## config.mk

```make
export PLATFORM = sky130hd
export DESIGN_NAME = four_channel_incremental_pi_core
export DESIGN_NICKNAME = d
export VERILOG_FILES = /design/src/rtl/fcipi_pkg.sv /design/src/rtl/four_channel_incremental_pi_core.sv
export SDC_FILE = /design/constraint.sdc
export NUM_CORES = 2
export LEC_CHECK = 0
export BUFFER_PORTS_ARGS = -buffer_cell sky130_fd_sc_hd__buf_2
export CAP_MARGIN = 20
export CORE_MARGIN = 8
export CORE_UTILIZATION = 55
export DETAILED_ROUTE_END_ITERATION = 8
export PLACE_DENSITY = 0.74
export SYNTH_ARGS = -nofsm -noshare
export SYNTH_HDL_FRONTEND = slang
export SYNTH_SLANG_ARGS = --single-unit
```

## constraint.sdc

```tcl
create_clock -name clock -period 8.9 [get_ports clock]
set_clock_uncertainty 0.05 [all_clocks]
set_input_delay 1.335 -clock clock [delete_from_list [all_inputs] [get_ports clock]]
set_output_delay 1.335 -clock clock [all_outputs]
set_load 0.05 [all_outputs]
```

## src/rtl/fcipi_pkg.sv

```systemverilog
package fcipi_pkg;

   localparam int NUM_MOTORS_DEFAULT = 4;
   localparam int GAIN_CHANNELS      = 4;

   localparam int MOTOR_W = 2;
   localparam int SPEED_W = 24;
   localparam int ERR_W   = 25;
   localparam int GAIN_W  = 18;
   localparam int PROD_W  = GAIN_W + ERR_W;
   localparam int SUM_W   = PROD_W + 2;
   localparam int FRAC_SHIFT = 11;
   localparam int INC_W   = SUM_W - FRAC_SHIFT;
   localparam int ACC_W   = 40;
   localparam int DRIVE_W = 15;

   localparam int CSR_ADDR_W = 5;
   localparam int CSR_DATA_W = 32;

   localparam logic [DRIVE_W-1:0] DRIVE_FULL = 15'd25600;
   localparam logic [SUM_W-1:0]   ROUND_HALF = SUM_W'(1024);

   localparam logic signed [GAIN_W-1:0] GAIN_NOW_RESET [GAIN_CHANNELS] = '{
      18'sd30781, 18'sd32072, 18'sd32604, 18'sd32113
   };
   localparam logic signed [GAIN_W-1:0] GAIN_PREV_RESET [GAIN_CHANNELS] = '{
      -18'sd28221, -18'sd27709, -18'sd28058, -18'sd27607
   };

   typedef enum logic [2:0] {
      REG_GAIN_NOW_M0  = 3'd0,
      REG_GAIN_PREV_M0 = 3'd1,
      REG_GAIN_NOW_M1  = 3'd2,
      REG_GAIN_PREV_M1 = 3'd3,
      REG_GAIN_NOW_M2  = 3'd4,
      REG_GAIN_PREV_M2 = 3'd5,
      REG_GAIN_NOW_M3  = 3'd6,
      REG_GAIN_PREV_M3 = 3'd7
   } reg_index_type;

   typedef struct packed {
      logic [MOTOR_W-1:0]        motor;
      logic signed [SPEED_W-1:0] measured_speed;
      logic signed [SPEED_W-1:0] setpoint;
   } req_type;

   typedef struct packed {
      logic [MOTOR_W-1:0] motor_out;
      logic [DRIVE_W-1:0] drive;
   } rsp_type;

endpackage

```

## src/rtl/four_channel_incremental_pi_core.sv

```systemverilog
// Incremental PI speed controller shared by up to four motors.
// Request channel (req_valid / req_stall / req_data): one speed sample per
// request, naming the motor, its measured speed and its setpoint (Q.8).
// Response channel (rsp_valid / rsp_stall / rsp_data): one response per
// request, in request order, carrying the motor number and the drive
// command clamped to 0..100 percent (0..25600, 8 fractional bits).
// CSR port: APB-style, eight 18-bit Q6.11 gains at byte address 4*i,
// writes complete in the access cycle, pready is tied high.
// Throughput: one request per cycle while rsp_stall is low, set by a
// four-stage pipeline around two state memories (previous error, read
// and written at the request stage; accumulator, read entering stage 3
// and written leaving it, with a one-deep bypass for back-to-back
// requests on the same motor).
// Reset clears all valid flags and the per-motor valid bits at once, so
// every motor starts with zero error and zero accumulator; gains return
// to their default values. No clearing pass is needed.
// While rsp_stall is high the response holds in the output register and
// requests keep entering until the pipeline stages ahead of it fill up;
// req_stall then rises in the same cycle.
module four_channel_incremental_pi_core #(
   parameter int NUM_MOTORS = fcipi_pkg::NUM_MOTORS_DEFAULT
) (
   input  logic                                clock,
   input  logic                                reset,
   input  logic                                req_valid,
   output logic                                req_stall,
   input  fcipi_pkg::req_type                  req_data,
   output logic                                rsp_valid,
   input  logic                                rsp_stall,
   output fcipi_pkg::rsp_type                  rsp_data,
   input  logic                                csr_psel,
   input  logic                                csr_penable,
   input  logic                                csr_pwrite,
   input  logic [fcipi_pkg::CSR_ADDR_W-1:0]    csr_paddr,
   input  logic [fcipi_pkg::CSR_DATA_W-1:0]    csr_pwdata,
   output logic [fcipi_pkg::CSR_DATA_W-1:0]    csr_prdata,
   output logic                                csr_pready
);

   localparam int IDX_W = (NUM_MOTORS > 1) ? $clog2(NUM_MOTORS) : 1;

   // ---------------------------------------------------------------
   // Gain registers
   // ---------------------------------------------------------------
   logic signed [fcipi_pkg::GAIN_W-1:0] gain_now_ff  [fcipi_pkg::GAIN_CHANNELS];
   logic signed [fcipi_pkg::GAIN_W-1:0] gain_prev_ff [fcipi_pkg::GAIN_CHANNELS];
   logic                                csr_write;
   fcipi_pkg::reg_index_type            csr_index;
   logic [fcipi_pkg::GAIN_W-1:0]        csr_value;
   logic signed [fcipi_pkg::GAIN_W-1:0] csr_rd_gain;

   assign csr_pready = 1'b1;
   assign csr_write  = csr_psel & csr_penable & csr_pwrite & csr_pready;
   assign csr_index  = fcipi_pkg::reg_index_type'(csr_paddr[4:2]);
   assign csr_value  = csr_pwdata[fcipi_pkg::GAIN_W-1:0];

   always_ff @(posedge clock) begin
      if (reset) begin
         gain_now_ff  <= fcipi_pkg::GAIN_NOW_RESET;
         gain_prev_ff <= fcipi_pkg::GAIN_PREV_RESET;
      end else if (csr_write) begin
         case (csr_index)
            fcipi_pkg::REG_GAIN_NOW_M0:  gain_now_ff[0]  <= csr_value;
            fcipi_pkg::REG_GAIN_PREV_M0: gain_prev_ff[0] <= csr_value;
            fcipi_pkg::REG_GAIN_NOW_M1:  gain_now_ff[1]  <= csr_value;
            fcipi_pkg::REG_GAIN_PREV_M1: gain_prev_ff[1] <= csr_value;
            fcipi_pkg::REG_GAIN_NOW_M2:  gain_now_ff[2]  <= csr_value;
            fcipi_pkg::REG_GAIN_PREV_M2: gain_prev_ff[2] <= csr_value;
            fcipi_pkg::REG_GAIN_NOW_M3:  gain_now_ff[3]  <= csr_value;
            fcipi_pkg::REG_GAIN_PREV_M3: gain_prev_ff[3] <= csr_value;
            default: ;
         endcase
      end
   end

   always_comb begin
      case (csr_index)
         fcipi_pkg::REG_GAIN_NOW_M0:  csr_rd_gain = gain_now_ff[0];
         fcipi_pkg::REG_GAIN_PREV_M0: csr_rd_gain = gain_prev_ff[0];
         fcipi_pkg::REG_GAIN_NOW_M1:  csr_rd_gain = gain_now_ff[1];
         fcipi_pkg::REG_GAIN_PREV_M1: csr_rd_gain = gain_prev_ff[1];
         fcipi_pkg::REG_GAIN_NOW_M2:  csr_rd_gain = gain_now_ff[2];
         fcipi_pkg::REG_GAIN_PREV_M2: csr_rd_gain = gain_prev_ff[2];
         fcipi_pkg::REG_GAIN_NOW_M3:  csr_rd_gain = gain_now_ff[3];
         fcipi_pkg::REG_GAIN_PREV_M3: csr_rd_gain = gain_prev_ff[3];
         default:                     csr_rd_gain = '0;
      endcase
   end

   assign csr_prdata = {{(fcipi_pkg::CSR_DATA_W-fcipi_pkg::GAIN_W){1'b0}}, csr_rd_gain};

   // ---------------------------------------------------------------
   // Pipeline flow control (stages collapse bubbles independently)
   // ---------------------------------------------------------------
   logic v1_ff, v2_ff, v3_ff, out_v_ff;
   logic v1_in, v2_in, v3_in, out_v_in;
   logic accept, en2, en3, move_out;

   assign move_out  = v3_ff & (~out_v_ff | ~rsp_stall);
   assign en3       = v2_ff & (~v3_ff | move_out);
   assign en2       = v1_ff & (~v2_ff | en3);
   assign req_stall = v1_ff & ~en2;
   assign accept    = req_valid & ~req_stall;

   assign v1_in    = accept   | (v1_ff & ~en2);
   assign v2_in    = en2      | (v2_ff & ~en3);
   assign v3_in    = en3      | (v3_ff & ~move_out);
   assign out_v_in = move_out | (out_v_ff & rsp_stall);

   always_ff @(posedge clock) begin
      if (reset) begin
         v1_ff    <= 1'b0;
         v2_ff    <= 1'b0;
         v3_ff    <= 1'b0;
         out_v_ff <= 1'b0;
      end else begin
         v1_ff    <= v1_in;
         v2_ff    <= v2_in;
         v3_ff    <= v3_in;
         out_v_ff <= out_v_in;
      end
   end

   // ---------------------------------------------------------------
   // Stage 1: form the error, read and replace the previous error
   // ---------------------------------------------------------------
   logic                                 present_in;
   logic [IDX_W-1:0]                     req_idx;
   logic signed [fcipi_pkg::ERR_W-1:0]   err_in;

   assign present_in = int'(req_data.motor) < NUM_MOTORS;
   assign req_idx    = IDX_W'(req_data.motor);
   assign err_in     = fcipi_pkg::ERR_W'(req_data.setpoint)
                     - fcipi_pkg::ERR_W'(req_data.measured_speed);

   logic signed [fcipi_pkg::ERR_W-1:0]   prev_mem [NUM_MOTORS];
   logic [NUM_MOTORS-1:0]                prev_ok_ff;
   logic [fcipi_pkg::MOTOR_W-1:0]        motor1_ff;
   logic                                 present1_ff;
   logic signed [fcipi_pkg::ERR_W-1:0]   err1_ff;
   logic signed [fcipi_pkg::ERR_W-1:0]   prev1_ff;

   // The read sees the old entry even when this request overwrites it.
   always_ff @(posedge clock) begin
      if (accept) begin
         motor1_ff   <= req_data.motor;
         present1_ff <= present_in;
         err1_ff     <= err_in;
         if (present_in) begin
            prev1_ff          <= prev_ok_ff[req_idx] ? prev_mem[req_idx] : '0;
            prev_mem[req_idx] <= err_in;
         end else begin
            prev1_ff <= '0;
         end
      end
   end

   always_ff @(posedge clock) begin
      if (reset) begin
         prev_ok_ff <= '0;
      end else if (accept && present_in) begin
         prev_ok_ff[req_idx] <= 1'b1;
      end
   end

   // ---------------------------------------------------------------
   // Stage 2: two products
   // ---------------------------------------------------------------
   logic signed [fcipi_pkg::GAIN_W-1:0] g_now, g_prev;
   logic signed [fcipi_pkg::PROD_W-1:0] p_now_in, p_prev_in;
   logic signed [fcipi_pkg::PROD_W-1:0] p_now2_ff, p_prev2_ff;
   logic [fcipi_pkg::MOTOR_W-1:0]       motor2_ff;
   logic                                present2_ff;

   assign g_now     = gain_now_ff[motor1_ff];
   assign g_prev    = gain_prev_ff[motor1_ff];
   assign p_now_in  = g_now * err1_ff;
   assign p_prev_in = g_prev * prev1_ff;

   always_ff @(posedge clock) begin
      if (en2) begin
         p_now2_ff   <= p_now_in;
         p_prev2_ff  <= p_prev_in;
         motor2_ff   <= motor1_ff;
         present2_ff <= present1_ff;
      end
   end

   // ---------------------------------------------------------------
   // Stage 3: round the increment, read the accumulator
   // ---------------------------------------------------------------
   logic signed [fcipi_pkg::SUM_W-1:0] sum_in;
   logic signed [fcipi_pkg::INC_W-1:0] inc_in;
   logic [IDX_W-1:0]                   idx2;

   // Add half an LSB, then drop the low bits: floor, i.e. round half up.
   assign sum_in = fcipi_pkg::SUM_W'(p_now2_ff) + fcipi_pkg::SUM_W'(p_prev2_ff)
                 + fcipi_pkg::ROUND_HALF;
   assign inc_in = sum_in[fcipi_pkg::SUM_W-1:fcipi_pkg::FRAC_SHIFT];
   assign idx2   = IDX_W'(motor2_ff);

   logic signed [fcipi_pkg::ACC_W-1:0] acc_mem [NUM_MOTORS];
   logic [NUM_MOTORS-1:0]              acc_ok_ff;
   logic signed [fcipi_pkg::INC_W-1:0] inc3_ff;
   logic signed [fcipi_pkg::ACC_W-1:0] acc3_ff;
   logic signed [fcipi_pkg::ACC_W-1:0] acc_last_ff;
   logic [fcipi_pkg::MOTOR_W-1:0]      motor3_ff;
   logic                               present3_ff;
   logic                               fwd3_ff;
   logic [IDX_W-1:0]                   idx3;
   logic signed [fcipi_pkg::ACC_W-1:0] acc_old;
   logic signed [fcipi_pkg::ACC_W:0]   acc_sum;
   logic signed [fcipi_pkg::ACC_W-1:0] acc_new;
   logic [fcipi_pkg::DRIVE_W-1:0]      drive_in;
   logic                               acc_write;

   assign idx3      = IDX_W'(motor3_ff);
   assign acc_write = move_out & present3_ff;

   always_ff @(posedge clock) begin
      if (en3) begin
         inc3_ff     <= inc_in;
         motor3_ff   <= motor2_ff;
         present3_ff <= present2_ff;
         if (present2_ff) begin
            acc3_ff <= acc_ok_ff[idx2] ? acc_mem[idx2] : '0;
         end else begin
            acc3_ff <= '0;
         end
      end
      if (acc_write) begin
         acc_mem[idx3] <= acc_new;
         acc_last_ff   <= acc_new;
      end
   end

   // Bypass: the request ahead writes the same motor as this one reads.
   always_ff @(posedge clock) begin
      if (reset) begin
         fwd3_ff   <= 1'b0;
         acc_ok_ff <= '0;
      end else begin
         if (en3) begin
            fwd3_ff <= acc_write && (motor3_ff == motor2_ff);
         end
         if (acc_write) begin
            acc_ok_ff[idx3] <= 1'b1;
         end
      end
   end

   assign acc_old = fwd3_ff ? acc_last_ff : acc3_ff;
   assign acc_sum = (fcipi_pkg::ACC_W+1)'(acc_old) + (fcipi_pkg::ACC_W+1)'(inc3_ff);

   // Saturate at the 40-bit range.
   always_comb begin
      if (acc_sum[fcipi_pkg::ACC_W] != acc_sum[fcipi_pkg::ACC_W-1]) begin
         acc_new = acc_sum[fcipi_pkg::ACC_W]
                 ? {1'b1, {(fcipi_pkg::ACC_W-1){1'b0}}}
                 : {1'b0, {(fcipi_pkg::ACC_W-1){1'b1}}};
      end else begin
         acc_new = acc_sum[fcipi_pkg::ACC_W-1:0];
      end
   end

   // Clamp to 0..100 percent; a missing motor drives zero.
   always_comb begin
      if (!present3_ff || acc_new[fcipi_pkg::ACC_W-1]) begin
         drive_in = '0;
      end else if (acc_new > fcipi_pkg::ACC_W'(fcipi_pkg::DRIVE_FULL)) begin
         drive_in = fcipi_pkg::DRIVE_FULL;
      end else begin
         drive_in = acc_new[fcipi_pkg::DRIVE_W-1:0];
      end
   end

   // ---------------------------------------------------------------
   // Output register
   // ---------------------------------------------------------------
   fcipi_pkg::rsp_type rsp_q_ff;

   always_ff @(posedge clock) begin
      if (move_out) begin
         rsp_q_ff.motor_out <= motor3_ff;
         rsp_q_ff.drive     <= drive_in;
      end
   end

   assign rsp_valid = out_v_ff;
   assign rsp_data  = rsp_q_ff;

   // ---------------------------------------------------------------
   // Assertions
   // ---------------------------------------------------------------
   a_drive_range: assert property (@(posedge clock) disable iff (reset)
      rsp_valid |-> rsp_data.drive <= fcipi_pkg::DRIVE_FULL)
      else $error("drive above full scale");

   a_missing_motor: assert property (@(posedge clock) disable iff (reset)
      rsp_valid && (int'(rsp_data.motor_out) >= NUM_MOTORS) |-> rsp_data.drive == '0)
      else $error("missing motor produced nonzero drive");

   a_bypass_live: assert property (@(posedge clock) disable iff (reset)
      v3_ff && fwd3_ff |-> present3_ff)
      else $error("accumulator bypass without a live request");

   a_bypass_source: assert property (@(posedge clock) disable iff (reset)
      en3 && acc_write && (motor3_ff == motor2_ff) |=> fwd3_ff && acc_last_ff == $past(acc_new))
      else $error("accumulator bypass lost the previous update");

endmodule
```

==> results.sh <==
export IMPL_hold_end="gain_prev_ff[11]"
export IMPL_cts_root_buf="clkbuf_16"
export IMPL_final_cell_mix="inv_1, nand2_1, fa_1, edfxtp_1, ha_1"
export IMPL_status="finished clean"
export IMPL_worst_pin_slew_ns=1.19
export IMPL_final_cells=7748
export IMPL_regArea_mm2=0.0191
export IMPL_ctsHoldBuffers=0
export IMPL_worst_path_max_delay_cell="mux4_2"
export IMPL_final_common_cell="inv_1"
export IMPL_r2r_start="motor1_ff[0]"
export IMPL_hold_depth=2
export IMPL_synth_warning_count=0
export IMPL_cp_common_cell="fa_1"
export IMPL_ctsResizeCount=0
export IMPL_seq_area_frac_synth_pct=29.8
export IMPL_path_cells="buf_12 > mux4_2 > and2_1 > fa_1 > fa_1 > inv_1 > fa_1 > fa_1 > inv_1 > fa_1 > inv_1 > fa_1 > inv_1 > ha_1 > nand4_1 > o31ai_1 > a31oi_1 > o21ai_1 > o211ai_1 > a21oi_1 > o22ai_1 > xnor2_1"
export IMPL_cp_data_required_time_ns=9.26
export IMPL_start_util_pct=55.4
export IMPL_grt_overflow_total=0
export IMPL_grt_pass1_vias=46490
export IMPL_num_vias=44575
export IMPL_routed_via_density=5.75
export IMPL_clockBufferDepth=3
export IMPL_yosys_top_cells_area="fa_1, edfxtp_1, ha_1"
export IMPL_syn_area_mm2=0.0643
export IMPL_yosys_area_top_type_share_pct=27.5
export IMPL_gp_congestion=0.941
export IMPL_drt_iter0_drc=3429
export IMPL_worstRegToRegCells=22
export IMPL_cts_made_buffers=71
export IMPL_wl_um=160000
export IMPL_dp_hpwl_um=119000
export IMPL_critical_path_buf_inv_count=5
export IMPL_timing_final_hold_violations=0
export IMPL_grt_pass1_wl_um=254000
export IMPL_die_w_um=358
export IMPL_cts_sinks=690
export IMPL_dp_cells=7603
export IMPL_track_usage_pct=25.2
export IMPL_drv_cap=0
export IMPL_r2r_end="p_now2_ff[36]"
export IMPL_n_fill_cell=9562
export IMPL_end_kind="flip-flop"
export IMPL_fp_dieH_um=358
export IMPL_cpPeakStageDelay_ns=0.85
export IMPL_yosysTopAreaCell="fa_1"
export IMPL_hp_start="gain_prev_ff[11]"
export IMPL_multi_input_area_mm2=0.0401
export IMPL_synth_edf_count=533
export IMPL_timing_fmax_mhz=121
export IMPL_die_area_mm2=0.128
export IMPL_relSlewSlack_pct=20.8
export IMPL_antenna_found_initial=8
export IMPL_ys_types=82
export IMPL_syn_area_per_cell_um2=10.4
export IMPL_fin_nets=7497
export IMPL_ys_flop_type="edfxtp_1"
export IMPL_synthCells=6181
export IMPL_maxSlewViolCount=0
export IMPL_drive_above_1_share_pct=8.27
export IMPL_grt_max_degree=98
export IMPL_wl_per_cell_um=20.7
export IMPL_period_minus_slack_ns=8.26
export IMPL_period_share_pct=92.8
export IMPL_worst_hold_path_type="flip-flop to flip-flop"
export IMPL_ff2ff_setup_slack_ns=0.64
export IMPL_finalSetupTns_ns=0
export IMPL_path_clk_slew_ns=0.08
export IMPL_worstPathArrival_ns=8.62
export IMPL_critPathMaxFanout=39
export IMPL_ys_ff_latch=690
export IMPL_async_reset_ff_share_pct=0
export IMPL_path_class="flip-flop to flip-flop"
export IMPL_port_buffers=114
export IMPL_post_cts_buffers=0
export IMPL_syn_to_final_growth_pct=6.86
export IMPL_core_area_mm2=0.116
export IMPL_htree_levels=3
export IMPL_drt_pass1_iterations=7
export IMPL_crit_path_start_kind="flip-flop"
export IMPL_clock_latency_ns=0.64
export IMPL_drc_errors=0
export IMPL_critical_path_top_delay_family="adder cells"
export IMPL_rsz0062_at_grt="no"
export IMPL_finalSetupViolCount=0
export IMPL_row_count=125
export IMPL_pin_count=146
export IMPL_cts_tree="built"
export IMPL_antenna_left=0
-- area by class of cell --
class | count | area share, %
Tap cell | 1524 | 2.77
Antenna cell | 9 | 0.0328
Inverter | 1092 | 5.96
Timing Repair Buffer | 185 | 1.72
Clock buffer | 84 | 2.73
Clock inverter | 47 | 0.648
Sequential cell | 690 | 27.9
Multi-Input combinational cell | 4117 | 58.3
-- worst max path at each step --
stage                 startpoint              to  slack, ns  cells after the start
detailed placement  motor1_ff[0]   p_now2_ff[36]       0.75                     22
global placement    motor1_ff[0]   p_now2_ff[42]       0.80                     24
floorplan              rsp_stall         idx2[0]       0.25                      2
CTS                 motor1_ff[0]   p_now2_ff[36]       0.75                     22
finish              motor1_ff[0]   p_now2_ff[36]       0.64                     22
global route        motor1_ff[0]  p_prev2_ff[31]       0.27                     24
-- per-stage QoR --
| step | utilization, % | cell area (um^2) | setup slack [ns] | hold slack (ns) |
|---|---|---|---|---|
| floorplan | - | 64400 | 0.249 | 0.374 |
| global placement | 57.1 | 66300 | 0.802 | 0.395 |
| detailed placement | 57.2 | 66300 | 0.754 | 0.408 |
| CTS | 59.2 | 68700 | 0.750 | 0.419 |
| global route | 59.2 | 68700 | 0.269 | 0.438 |
| finish | 59.3 | 68800 | 0.641 | 0.421 |
-- synth_stat cells (35+ instances only) --
cell	number
nand3b_1	72
buf_1	38
dfxtp_1	157
edfxtp_1	533
inv_1	1092
nand3_1	44
and2_1	329
ha_1	362
nor2b_1	80
mux4_2	104
nor2_1	221
xnor2_1	115
a21oi_1	212
nand2_1	938
nor3_1	46
fa_1	884
clkbuf_1	214
a21o_1	54
mux2_2	52
o21ai_0	107
xor2_1	35
-- per-layer routing --
metal | wire length (um) | vias to the layer above | global-route usage [%]
met1 | 64300 | 22586 | 32.7
met2 | 76000 | 1827 | 42.2
li1 | - | 19787 | -
met3 | 12900 | 371 | 4.57
met4 | 6760 | 4 | 9.61
met5 | 27 | - | 0
-- logic make-up after synthesis --
| logic type | share of synthesized area [%] |
|---|---|
| simple gates | 13.8 |
| fa+ha+maj | 34.9 |
| buf+inv | 8.25 |
| other cells | 0.0117 |
| compound gates | 6.41 |
| mux | 4.83 |
| flops | 29.8 |
| xor+xnor | 2.04 |
-- sequential cells by signal (all words and copies together), names as in the netlist, 4 cells and up --
register	count
acc_ok_ff	4
gain_prev_ff	72
prev_ok_ff	4
gain_now_ff	72
rsp_data	17
prev_mem	100
acc3_ff	40
acc_last_ff	40
p_now2_ff	43
acc_mem	160
err1_ff	25
inc3_ff	34
p_prev2_ff	43
prev1_ff	25
-- tightest hold or removal path: stages (launching register included) --
cell	delay (ns)
dfxtp_1	0.32
nand2_1	0.05
a21oi_1	0.05
Power is not shown: default switching activity piles up to over one toggle a cycle in this logic, so the estimate is an artifact.
